--- config.mk ---
export PLATFORM = sky130hd
export DESIGN_NAME = http_chunked_body_decoder
export DESIGN_NICKNAME = d
export VERILOG_FILES = /design/src/hcbd_pkg.sv /design/src/http_chunked_body_decoder.sv /design/src/hcbd_in_stage.sv /design/src/hcbd_core.sv /design/src/hcbd_out_stage.sv
export SDC_FILE = /design/constraint.sdc
export NUM_CORES = 1
export LEC_CHECK = 0
export ABC_AREA = 1
export ABC_CLOCK_PERIOD_IN_PS = 2700
export BUFFER_PORTS_ARGS = -buffer_cell sky130_fd_sc_hd__buf_4
export CORE_MARGIN = 1.5
export CORE_UTILIZATION = 60
export DETAILED_ROUTE_END_ITERATION = 16
export GPL_TIMING_DRIVEN = 0
export PLACE_DENSITY = 0.85
export SLEW_MARGIN = 40
export SYNTH_ARGS = -nofsm -noshare
export SYNTH_HDL_FRONTEND = slang
export SYNTH_SLANG_ARGS = --single-unit
--- constraint.sdc ---
create_clock -name clock -period 2.7 [get_ports clock]
set_clock_uncertainty 0.05 [all_clocks]
set_input_delay 0.54 -clock clock [delete_from_list [all_inputs] [get_ports clock]]
set_output_delay 0.54 -clock clock [all_outputs]
set_load 0.1 [all_outputs]
--- src/hcbd_pkg.sv ---
`timescale 1ns / 1ps
`default_nettype none

package hcbd_pkg;

   localparam int SIZE_BITS_DEF = 24;

   localparam logic [7:0] CHAR_LF    = 8'h0A;
   localparam logic [7:0] CHAR_TAB   = 8'h09;
   localparam logic [7:0] CHAR_SPACE = 8'h20;

   localparam logic KIND_BYTE    = 1'b0;
   localparam logic KIND_RESTART = 1'b1;

   typedef enum logic [1:0] {
      PH_SIZE = 2'd0,
      PH_DATA = 2'd1,
      PH_SKIP = 2'd2,
      PH_DONE = 2'd3
   } phase_type;

   typedef struct packed {
      logic       kind;
      logic [7:0] rx_byte;
   } item_type;

   typedef struct packed {
      logic       bad_size;
      logic       finished;
      logic       body_valid;
      logic [7:0] body_byte;
   } result_type;

   // bit 4 flags a hex digit, low nibble is its value
   function automatic logic [4:0] hex_decode(input logic [7:0] c);
      logic [4:0] r;
      r = 5'd0;
      if (c >= 8'h30 && c <= 8'h39) begin
         r = {1'b1, 4'(c - 8'h30)};
      end else if (c >= 8'h61 && c <= 8'h66) begin
         r = {1'b1, 4'(c - 8'h57)};
      end else if (c >= 8'h41 && c <= 8'h46) begin
         r = {1'b1, 4'(c - 8'h37)};
      end
      return r;
   endfunction

endpackage

`default_nettype wire

--- src/http_chunked_body_decoder.sv ---
`timescale 1ns / 1ps
`default_nettype none

// Chunked HTTP body decoder. One received byte per transaction on req_, one
// result per byte on rsp_. One byte per clock unless rsp_ stalls; data
// path: input register, then decode into the result register. The chunk
// size counter is SIZE_BITS wide; a size with more significant digits raises
// bad_size. A restart transaction (req_tuser = 1) returns the decoder to the
// start of a new body and yields an all-zero result. After the last chunk
// or an error every byte yields an all-zero result until a restart.

module http_chunked_body_decoder #(
   parameter int SIZE_BITS = hcbd_pkg::SIZE_BITS_DEF
) (
   input  wire        clock,
   input  wire        reset,
   input  wire        req_tvalid,
   output logic       req_tready,
   input  wire  [7:0] req_tdata,   // rx_byte
   input  wire        req_tuser,   // kind
   output logic       rsp_tvalid,
   input  wire        rsp_tready,
   output logic [7:0] rsp_tdata,   // body_byte
   output logic [1:0] rsp_tuser,   // [0] body_valid, [1] bad_size
   output logic       rsp_tlast    // finished
);

   hcbd_pkg::item_type   req_item;
   hcbd_pkg::item_type   cur_item;
   hcbd_pkg::result_type cur_result;
   hcbd_pkg::result_type rsp_result;
   logic                 cur_valid;
   logic                 out_ready;

   assign req_item.kind    = req_tuser;
   assign req_item.rx_byte = req_tdata;

   hcbd_in_stage u_in (
      .clock   (clock),
      .reset   (reset),
      .s_valid (req_tvalid),
      .s_ready (req_tready),
      .s_item  (req_item),
      .m_valid (cur_valid),
      .m_ready (out_ready),
      .m_item  (cur_item)
   );

   hcbd_core #(
      .SIZE_BITS (SIZE_BITS)
   ) u_core (
      .clock  (clock),
      .reset  (reset),
      .step   (cur_valid && out_ready),
      .item   (cur_item),
      .result (cur_result)
   );

   hcbd_out_stage u_out (
      .clock    (clock),
      .reset    (reset),
      .s_valid  (cur_valid),
      .s_ready  (out_ready),
      .s_result (cur_result),
      .m_valid  (rsp_tvalid),
      .m_ready  (rsp_tready),
      .m_result (rsp_result)
   );

   assign rsp_tdata = rsp_result.body_byte;
   assign rsp_tuser = {rsp_result.bad_size, rsp_result.body_valid};
   assign rsp_tlast = rsp_result.finished;

endmodule

`default_nettype wire

--- src/hcbd_in_stage.sv ---
`timescale 1ns / 1ps
`default_nettype none

module hcbd_in_stage (
   input  wire                clock,
   input  wire                reset,
   input  wire                s_valid,
   output logic               s_ready,
   input  hcbd_pkg::item_type s_item,
   output logic               m_valid,
   input  wire                m_ready,
   output hcbd_pkg::item_type m_item
);

   logic               valid_ff;
   hcbd_pkg::item_type item_ff;

   assign s_ready = !valid_ff || m_ready;
   assign m_valid = valid_ff;
   assign m_item  = item_ff;

   always_ff @(posedge clock) begin
      if (reset) begin
         valid_ff <= 1'b0;
      end else if (s_ready) begin
         valid_ff <= s_valid;
      end
   end

   always_ff @(posedge clock) begin
      if (s_ready && s_valid) begin
         item_ff <= s_item;
      end
   end

endmodule

`default_nettype wire

--- src/hcbd_core.sv ---
`timescale 1ns / 1ps
`default_nettype none

module hcbd_core #(
   parameter int SIZE_BITS = hcbd_pkg::SIZE_BITS_DEF
) (
   input  wire                  clock,
   input  wire                  reset,
   input  wire                  step,
   input  hcbd_pkg::item_type   item,
   output hcbd_pkg::result_type result
);

   hcbd_pkg::phase_type  phase_ff, phase_in;
   logic [SIZE_BITS-1:0] remaining_ff, remaining_in;
   logic                 digit_seen_ff, digit_seen_in;
   logic                 size_closed_ff, size_closed_in;
   logic                 trailer_left_ff, trailer_left_in;

   logic [4:0]           hex;
   logic                 blank;
   logic [SIZE_BITS-1:0] rem_dec;

   always_ff @(posedge clock) begin
      if (reset) begin
         phase_ff        <= hcbd_pkg::PH_SIZE;
         remaining_ff    <= '0;
         digit_seen_ff   <= 1'b0;
         size_closed_ff  <= 1'b0;
         trailer_left_ff <= 1'b0;
      end else if (step) begin
         phase_ff        <= phase_in;
         remaining_ff    <= remaining_in;
         digit_seen_ff   <= digit_seen_in;
         size_closed_ff  <= size_closed_in;
         trailer_left_ff <= trailer_left_in;
      end
   end

   assign hex     = hcbd_pkg::hex_decode(item.rx_byte);
   assign blank   = (item.rx_byte == hcbd_pkg::CHAR_SPACE) ||
                    (item.rx_byte == hcbd_pkg::CHAR_TAB);
   assign rem_dec = remaining_ff - {{(SIZE_BITS-1){1'b0}}, 1'b1};

   always_comb begin
      phase_in        = phase_ff;
      remaining_in    = remaining_ff;
      digit_seen_in   = digit_seen_ff;
      size_closed_in  = size_closed_ff;
      trailer_left_in = trailer_left_ff;
      result          = '0;

      if (item.kind == hcbd_pkg::KIND_RESTART) begin
         phase_in        = hcbd_pkg::PH_SIZE;
         remaining_in    = '0;
         digit_seen_in   = 1'b0;
         size_closed_in  = 1'b0;
         trailer_left_in = 1'b0;
      end else begin
         case (phase_ff)
            hcbd_pkg::PH_SIZE: begin
               if (!size_closed_ff) begin
                  if (!digit_seen_ff && blank) begin
                     // leading blank, skipped
                  end else if (hex[4]) begin
                     // top nibble busy: one more digit would overflow
                     if (remaining_ff[SIZE_BITS-1 -: 4] != 4'd0) begin
                        result.bad_size = 1'b1;
                        phase_in        = hcbd_pkg::PH_DONE;
                     end else begin
                        remaining_in  = {remaining_ff[SIZE_BITS-5:0], hex[3:0]};
                        digit_seen_in = 1'b1;
                     end
                  end else begin
                     size_closed_in = 1'b1;
                     if (!digit_seen_ff) begin
                        result.bad_size = 1'b1;
                        phase_in        = hcbd_pkg::PH_DONE;
                     end
                  end
               end
               if (phase_in == hcbd_pkg::PH_SIZE && size_closed_in &&
                   item.rx_byte == hcbd_pkg::CHAR_LF) begin
                  digit_seen_in  = 1'b0;
                  size_closed_in = 1'b0;
                  if (remaining_ff == '0) begin
                     result.finished = 1'b1;
                     phase_in        = hcbd_pkg::PH_DONE;
                  end else begin
                     phase_in = hcbd_pkg::PH_DATA;
                  end
               end
            end
            hcbd_pkg::PH_DATA: begin
               result.body_byte  = item.rx_byte;
               result.body_valid = 1'b1;
               remaining_in      = rem_dec;
               if (rem_dec == '0) begin
                  phase_in        = hcbd_pkg::PH_SKIP;
                  trailer_left_in = 1'b1;
               end
            end
            hcbd_pkg::PH_SKIP: begin
               if (trailer_left_ff) begin
                  trailer_left_in = 1'b0;
               end else begin
                  phase_in       = hcbd_pkg::PH_SIZE;
                  remaining_in   = '0;
                  digit_seen_in  = 1'b0;
                  size_closed_in = 1'b0;
               end
            end
            default: begin
               // body ended: wait for restart
            end
         endcase
      end
   end

endmodule

`default_nettype wire

--- src/hcbd_out_stage.sv ---
`timescale 1ns / 1ps
`default_nettype none

module hcbd_out_stage (
   input  wire                  clock,
   input  wire                  reset,
   input  wire                  s_valid,
   output logic                 s_ready,
   input  hcbd_pkg::result_type s_result,
   output logic                 m_valid,
   input  wire                  m_ready,
   output hcbd_pkg::result_type m_result
);

   logic                 valid_ff;
   hcbd_pkg::result_type result_ff;

   assign s_ready  = !valid_ff || m_ready;
   assign m_valid  = valid_ff;
   assign m_result = result_ff;

   always_ff @(posedge clock) begin
      if (reset) begin
         valid_ff <= 1'b0;
      end else if (s_ready) begin
         valid_ff <= s_valid;
      end
   end

   always_ff @(posedge clock) begin
      if (s_ready && s_valid) begin
         result_ff <= s_result;
      end
   end

endmodule

`default_nettype wire

After elaboration in Yosys (flattened, before gate mapping)
Index checks and enable logic that the tools add are counted.
W data, S select, Z words.
{ "totals": {"regBits": 51, "inputBits": 13, "out_inout_bits": 13, "elab_cells": 118} }
{ "classes": {"n_addsub": 4, "order_cmp": 6, "eq_ne": 15, "n_mux": 47, "n_bitwise": 3, "n_reduce_logical": 30} }
{ "ops": {"columns": ["cell", "n"], "rows": [
  ["$mux W24", 6],
  ["$pmux W24 S3", 1],
  ["$logic_not A24 Y1", 2],
  ["$mux W2", 12],
  ["$sub A24 B1 Y24 const B", 1],
  ["$mux W1", 20],
  ["$eq A8 B4 Y1 const B", 2],
  ["$ge A8 B7 Y1 const B", 2],
  ["$le A8 B7 Y1 const B", 2],
  ["$mux W5", 3],
  ["$reduce_and A7 Y1", 2],
  ["$ne A3 B3 Y1 const B", 4],
  ["$ne A4 B4 Y1 const B", 3],
  ["$mux W9", 1],
  ["$eq A8 B6 Y1 const B", 1],
  ["$ge A8 B6 Y1 const B", 1],
  ["$le A8 B6 Y1 const B", 1],
  ["$logic_and A1 B1 Y1", 8],
  ["$reduce_bool A4 Y1", 2],
  ["$sub A4 B3 Y4 const B", 2],
  ["$ne A3 B2 Y1 const B", 2],
  ["$pmux W1 S2", 3],
  ["$pmux W2 S3", 1],
  ["$reduce_and A3 Y1", 2],
  ["other kinds (13)", 21]
]} }

Longest topological paths before layout
{ "logic_depth": {"word_depth": 16, "ltp_mapped": 17, "mapped_depth_nobuf": 17} }

Cells and area by module
From an unflattened synthesis, not the netlist that was laid out.
{ "hier_totals": {"cells_unflattened": 462, "area_unflattened_um2": 3276.9} }
{ "by_module_without_submodules": {"columns": ["module", "n_inst", "cells_each", "area_per_inst_um2", "seq_area_each_um2"], "rows": [
  ["hcbd_core", 1, 428, 2573.7, 580.6],
  ["hcbd_out_stage", 1, 17, 377.9, 350.3],
  ["hcbd_in_stage", 1, 15, 317.8, 290.3],
  ["http_chunked_body_decoder", 1, 2, 7.5, 0.0]
]} }

Worst setup path after synthesis
Ideal clock, no wire load.
{ "synth_timing": {"path_type": "reg-to-reg", "from": "reg u_out.valid_ff (netlist: u_out.m_valid)", "to": "reg u_in.item_ff, in the netlist u_in.m_item[0] (enable)", "setup_time_ps": 284, "arrival_time_ps": 2428, "required_ps": 2366, "path_slack_ps": -62, "path_stages_with_launch": 4, "n_path_buf": 0, "synth_period_minus_slack_ps": 2762, "cell_sequence": "dfxtp_1 nand3_1 nand2_1 inv_1"} }
{ "synth_via": {"elab_chain_cells": 4} }
{ "synth_lines": {"columns": ["item", "line", "rtl"], "rows": [
  ["start, declared", "hcbd_out_stage.sv:15", "logic valid_ff;"],
  ["start signal, assigned", "hcbd_out_stage.sv:26", "valid_ff <= s_valid;"],
  ["$logic_not A1 Y1", "hcbd_out_stage.sv:18", "assign s_ready = !valid_ff || m_ready;"],
  ["$logic_or A1 B1 Y1", "hcbd_out_stage.sv:18", null],
  ["$logic_or A1 B1 Y1", "hcbd_in_stage.sv:18", "assign s_ready = !valid_ff || m_ready;"],
  ["net req_tready", "http_chunked_body_decoder.sv:18", "output logic req_tready,"],
  ["$logic_and A1 B1 Y1", "hcbd_in_stage.sv:31", "if (s_ready && s_valid) begin"],
  ["end signal, assigned", "hcbd_in_stage.sv:32", "item_ff <= s_item;"],
  ["end, declared", "hcbd_in_stage.sv:16", "hcbd_pkg::item_type item_ff;"]
]} }
The timed path passes the listed nets, and every way through them passes these cells.
A chain may end at the register's enable or synchronous reset.

Worst setup path after layout
{ "layout_timing": {"from": "reg u_core.phase_ff[0]", "to": "reg u_core.remaining_ff[22]"} }
{ "layout_via": {"elab_chain_cells": 3, "word_cells_on_any_way": 12, "classes_between": "eq/ne (7); mux (2); reduce/logical (3)"} }
{ "layout_lines": {"columns": ["item", "line", "rtl"], "rows": [
  ["start, declared", "hcbd_core.sv:14", "hcbd_pkg::phase_type phase_ff, phase_in;"],
  ["start signal, assigned", "hcbd_core.sv:26", "phase_ff <= hcbd_pkg::PH_SIZE;"],
  ["start signal, assigned", "hcbd_core.sv:32", "phase_ff <= phase_in;"],
  ["$eq A2 B2 Y1 (tied with other cells)", "hcbd_core.sv:60", "case (phase_ff)"],
  ["$ne A3 B3 Y1 (no source line) (tied with other cells)", null, null],
  ["$reduce_and A7 Y1 (no source line) / $mux W24 (equally long branches)", null, null],
  ["end signal, assigned", "hcbd_core.sv:33", "remaining_ff <= remaining_in;"],
  ["end, declared", "hcbd_core.sv:15", "logic [SIZE_BITS-1:0] remaining_ff, remaining_in;"]
]} }
Several ways; a longest one is shown, not always the timed one.

==> flow_summary_export.csv <==
group,metric,value,unit
power_and_ir_drop,leakage,0.00167,uW
global_routing,grt_pass1_wl,13.9,mm
floorplanning,dieHeight,77.1,um
worst_setup_path,critPathRequiredTime,2830,ps
global_routing,grt_pass1_vias,3069,
floorplanning,die_area,5950,sq um
worst_setup_path,cp_data_arrival_time,2610,ps
worst_setup_path,r2r_cells,8,
clocking,hold_buffers,0,
routing,dr_total_vias,3288,
cells_and_area,final_util,70.3,%
logic_synthesis,ys_seq_area_share,37.0,%
cells_and_area,num_antenna_cells,0,
sta,slew_headroom,59.6,%
worst_setup_path,crit_end,"u_core.remaining_ff[22]",
routing,drtAntennaViolNets,0,
worst_setup_path,crit_top_cell,"inv_1",
routing,drc,0,
clocking,htree_levels,2,
floorplanning,die_x,77.1,um
clocking,cts_setup_buffers,0,
place,dp.cells,580,
global_routing,grt_max_degree,17,
clocking,insertion_delay,310,ps
sta,worst_slew_pin_slew,606,ps
cells_and_area,fin_area,3660,sq um
routing,drtIter0Drc,281,
routing,avgRoutedWirePerCell,14.2,um
worst_hold_path,hp-class,"in -> reg",
routing,dr.pass1.iters,4,
cells_and_area,fin_cells,588,
place,placed_cell_area,3570,sq um
logic_synthesis,netlist_area,3300,sq um
sta,maxSlewViolCount,0,
floorplanning,initial_core_util,63.3,%
cells_and_area,area_growth_syn_to_layout,11.0,%
clocking,cts.sinks,51,
sta,rsz0062_at_grt,"false",
worst_setup_path,r2r_slack,220,ps
sta,fin_crit_sh,91.7,%
place,port_buffers,24,
power_and_ir_drop,power_density,423,nW/um^2
floorplanning,rows,26,
floorplanning,core_area,5200,sq um
sta,fin_crit,2480,ps
cells_and_area,nNetsFinal,539,
worst_setup_path,r2r_start,"u_core.phase_ff[0]",
logic_synthesis,syn-num-nets,508,
place,gp_congestion,0.958,
clocking,cts_buffers,5,
cells_and_area,drive_above_1_share,13.1,%
logic_synthesis,yosys_warnings,0,
routing,vias_per_cell,5.59,
sta,finalHoldViolCount,0,
worst_setup_path,reg2reg_to,"u_core.remaining_ff[22]",
routing,drt-total-wl,8.34,mm
worst_setup_path,cp_slowest_cell,"dfxtp_1",
logic_synthesis,synth-seq-cells,51,
global_routing,grt_overflow,0,
clocking,cts_tree,"done",
logic_synthesis,syn_avg_cell_area,6.78,sq um
clocking,cts_root_buffer,"clkbuf_8",
run,drv_cap,0,
clocking,clockBufferDepth,2,
worst_setup_path,slowest_delay,430,ps
global_routing,grt_antenna_before_repair,0,
sta,setup_tns,0,ps
worst_setup_path,path_max_fanout,10,
power_and_ir_drop,vdd_drop_max,0.364,mV
global_routing,gr-usage-all-layers,29.6,%
worst_setup_path,worst_setup_path_end_kind,"flop",
worst_setup_path,worstPathCellList,"inv_1 > ha_1 > inv_1 > a311oi_1 > nand2_1 > buf_2 > a22oi_1 > nor2_1",
worst_setup_path,setup.worst_path.class,"reg -> reg",
worst_setup_path,crit_start,"u_core.phase_ff[0]",
clocking,cts.clk_slew.worst_paths,100,ps
place,place_hpwl,6.43,mm
clocking,post_cts_resized,0,
sta,setup_violations,0,
worst_setup_path,critPathLaunchType,"flop",
outcome,status,"finished clean",
logic_synthesis,syn_inst,486,
floorplanning,io_pins,26,
logic_synthesis,synth_cell_types,31,
sta,max_freq,0.404,GHz
==> critical path: cells and delay by family, from the launching register on <==
family | cells | cell delay, ps
AOI/OAI and AO/OA | 2 | 630
buffers and inverters | 3 | 540
DFF | 1 | 430
adders and majority gates | 1 | 360
and+or+nand+nor | 2 | 340
==> how the worst min path moves through the flow <==
stage	startpoint	endpoint	depth (start not counted)
2_1_floorplan	u_core.trailer_left_ff	u_core.trailer_left_ff	2
3_3_place_gp	u_core.trailer_left_ff	u_core.trailer_left_ff	2
3_5_place_dp	u_core.trailer_left_ff	u_core.trailer_left_ff	2
4_1_cts	req_tdata[2]	u_in.m_item[2]	1
5_1_grt	req_tdata[3]	u_in.m_item[3]	1
6_report	req_tdata[2]	u_in.m_item[2]	1
==> power by group <==
| part | internal (uW) | switching, uW |
|---|---|---|
| logic | 69.9 | 185 |
| registers | 822 | 16.5 |
| clock network | 187 | 267 |
| total | 1080 | 469 |
==> cell type report <==
class	count	area, sq um
multi-input cells	365	1810
fillers	459	1550
flip-flops and latches	51	1220
inverters	59	221
repair buffers	24	180
well taps	70	87.6
clock buffers	6	72.6
plain buffers	11	51.3
clock inverters	2	16.3
==> registers in the layout (all words and copies together), names as in the netlist <==
register and cells:
u_core.trailer_left_ff 1, u_core.digit_seen_ff 1, u_core.size_closed_ff 1, u_core.remaining_ff 24, u_core.phase_ff 2, u_in.m_item 9, u_out.m_result 11, u_out.m_valid 1
u_in.m_valid 1
==> placed cells by master, fill, tap and decap left out, types with 4 or more instances in the layout <==
| cell | instances |
|---|---|
| a21oi_1 | 25 |
| a21oi_2 | 4 |
| a22oi_1 | 6 |
| buf_4 | 26 |
| clkbuf_1 | 8 |
| clkbuf_8 | 5 |
| dfxtp_1 | 31 |
| edfxtp_1 | 20 |
| ha_1 | 9 |
| inv_1 | 55 |
| inv_2 | 4 |
| nand2_1 | 149 |
| nand2_2 | 6 |
| nand3_1 | 26 |
| nand4_1 | 11 |
| nor2_1 | 66 |
| nor2_2 | 11 |
| nor2_4 | 5 |
| o21ai_0 | 20 |
| o22ai_1 | 5 |
| xor2_1 | 5 |
==> synth_stat cells, drive strengths merged <==
cell	count	area share [%]
a21oi	29	4.9
a22oi	6	1.4
a311oi	2	0.53
a31oi	1	0.19
a32oi	1	0.27
buf	4	0.76
clkbuf	7	0.80
dfxtp	31	19
edfxtp	20	18
ha	9	3.4
inv	59	6.7
nand2	155	18
nand3	28	4.6
nand3b	3	0.68
nand4	11	2.1
nor2	83	12
nor3	3	0.46
o211ai	2	0.46
o21ai	21	3.2
o22ai	5	0.95
o32ai	1	0.27
xor2	5	1.3
==> layer usage <==
metal,GRT usage (%),part of all wire (%),vias up
met5,0,0,-
met4,9.45,1.6,0
met3,4.40,8.4,13
met2,48.6,45,151
met1,40.0,45,1495
li1,-,-,1629
==> through the flow <==
step	setup slack, ps	hold slack [ps]	total power [uW]
3_3_place_gp	357	394	1100
6_report	224	351	1550
4_1_cts	258	346	1550
3_5_place_dp	280	402	1110
2_1_floorplan	337	380	1040
5_1_grt	20.8	340	1610
==> cells by family after synthesis <==
kind of cell	after synthesis	synth area share [%]
xor gates and xnor gates	5	1.33
adders and majority gates	9	3.42
buffers and inverters	70	8.27
DFF	51	37.0
and+or+nand+nor	283	37.9
AOI/OAI and AO/OA	68	12.1
Note: power is estimated with default switching activity, not from simulation.
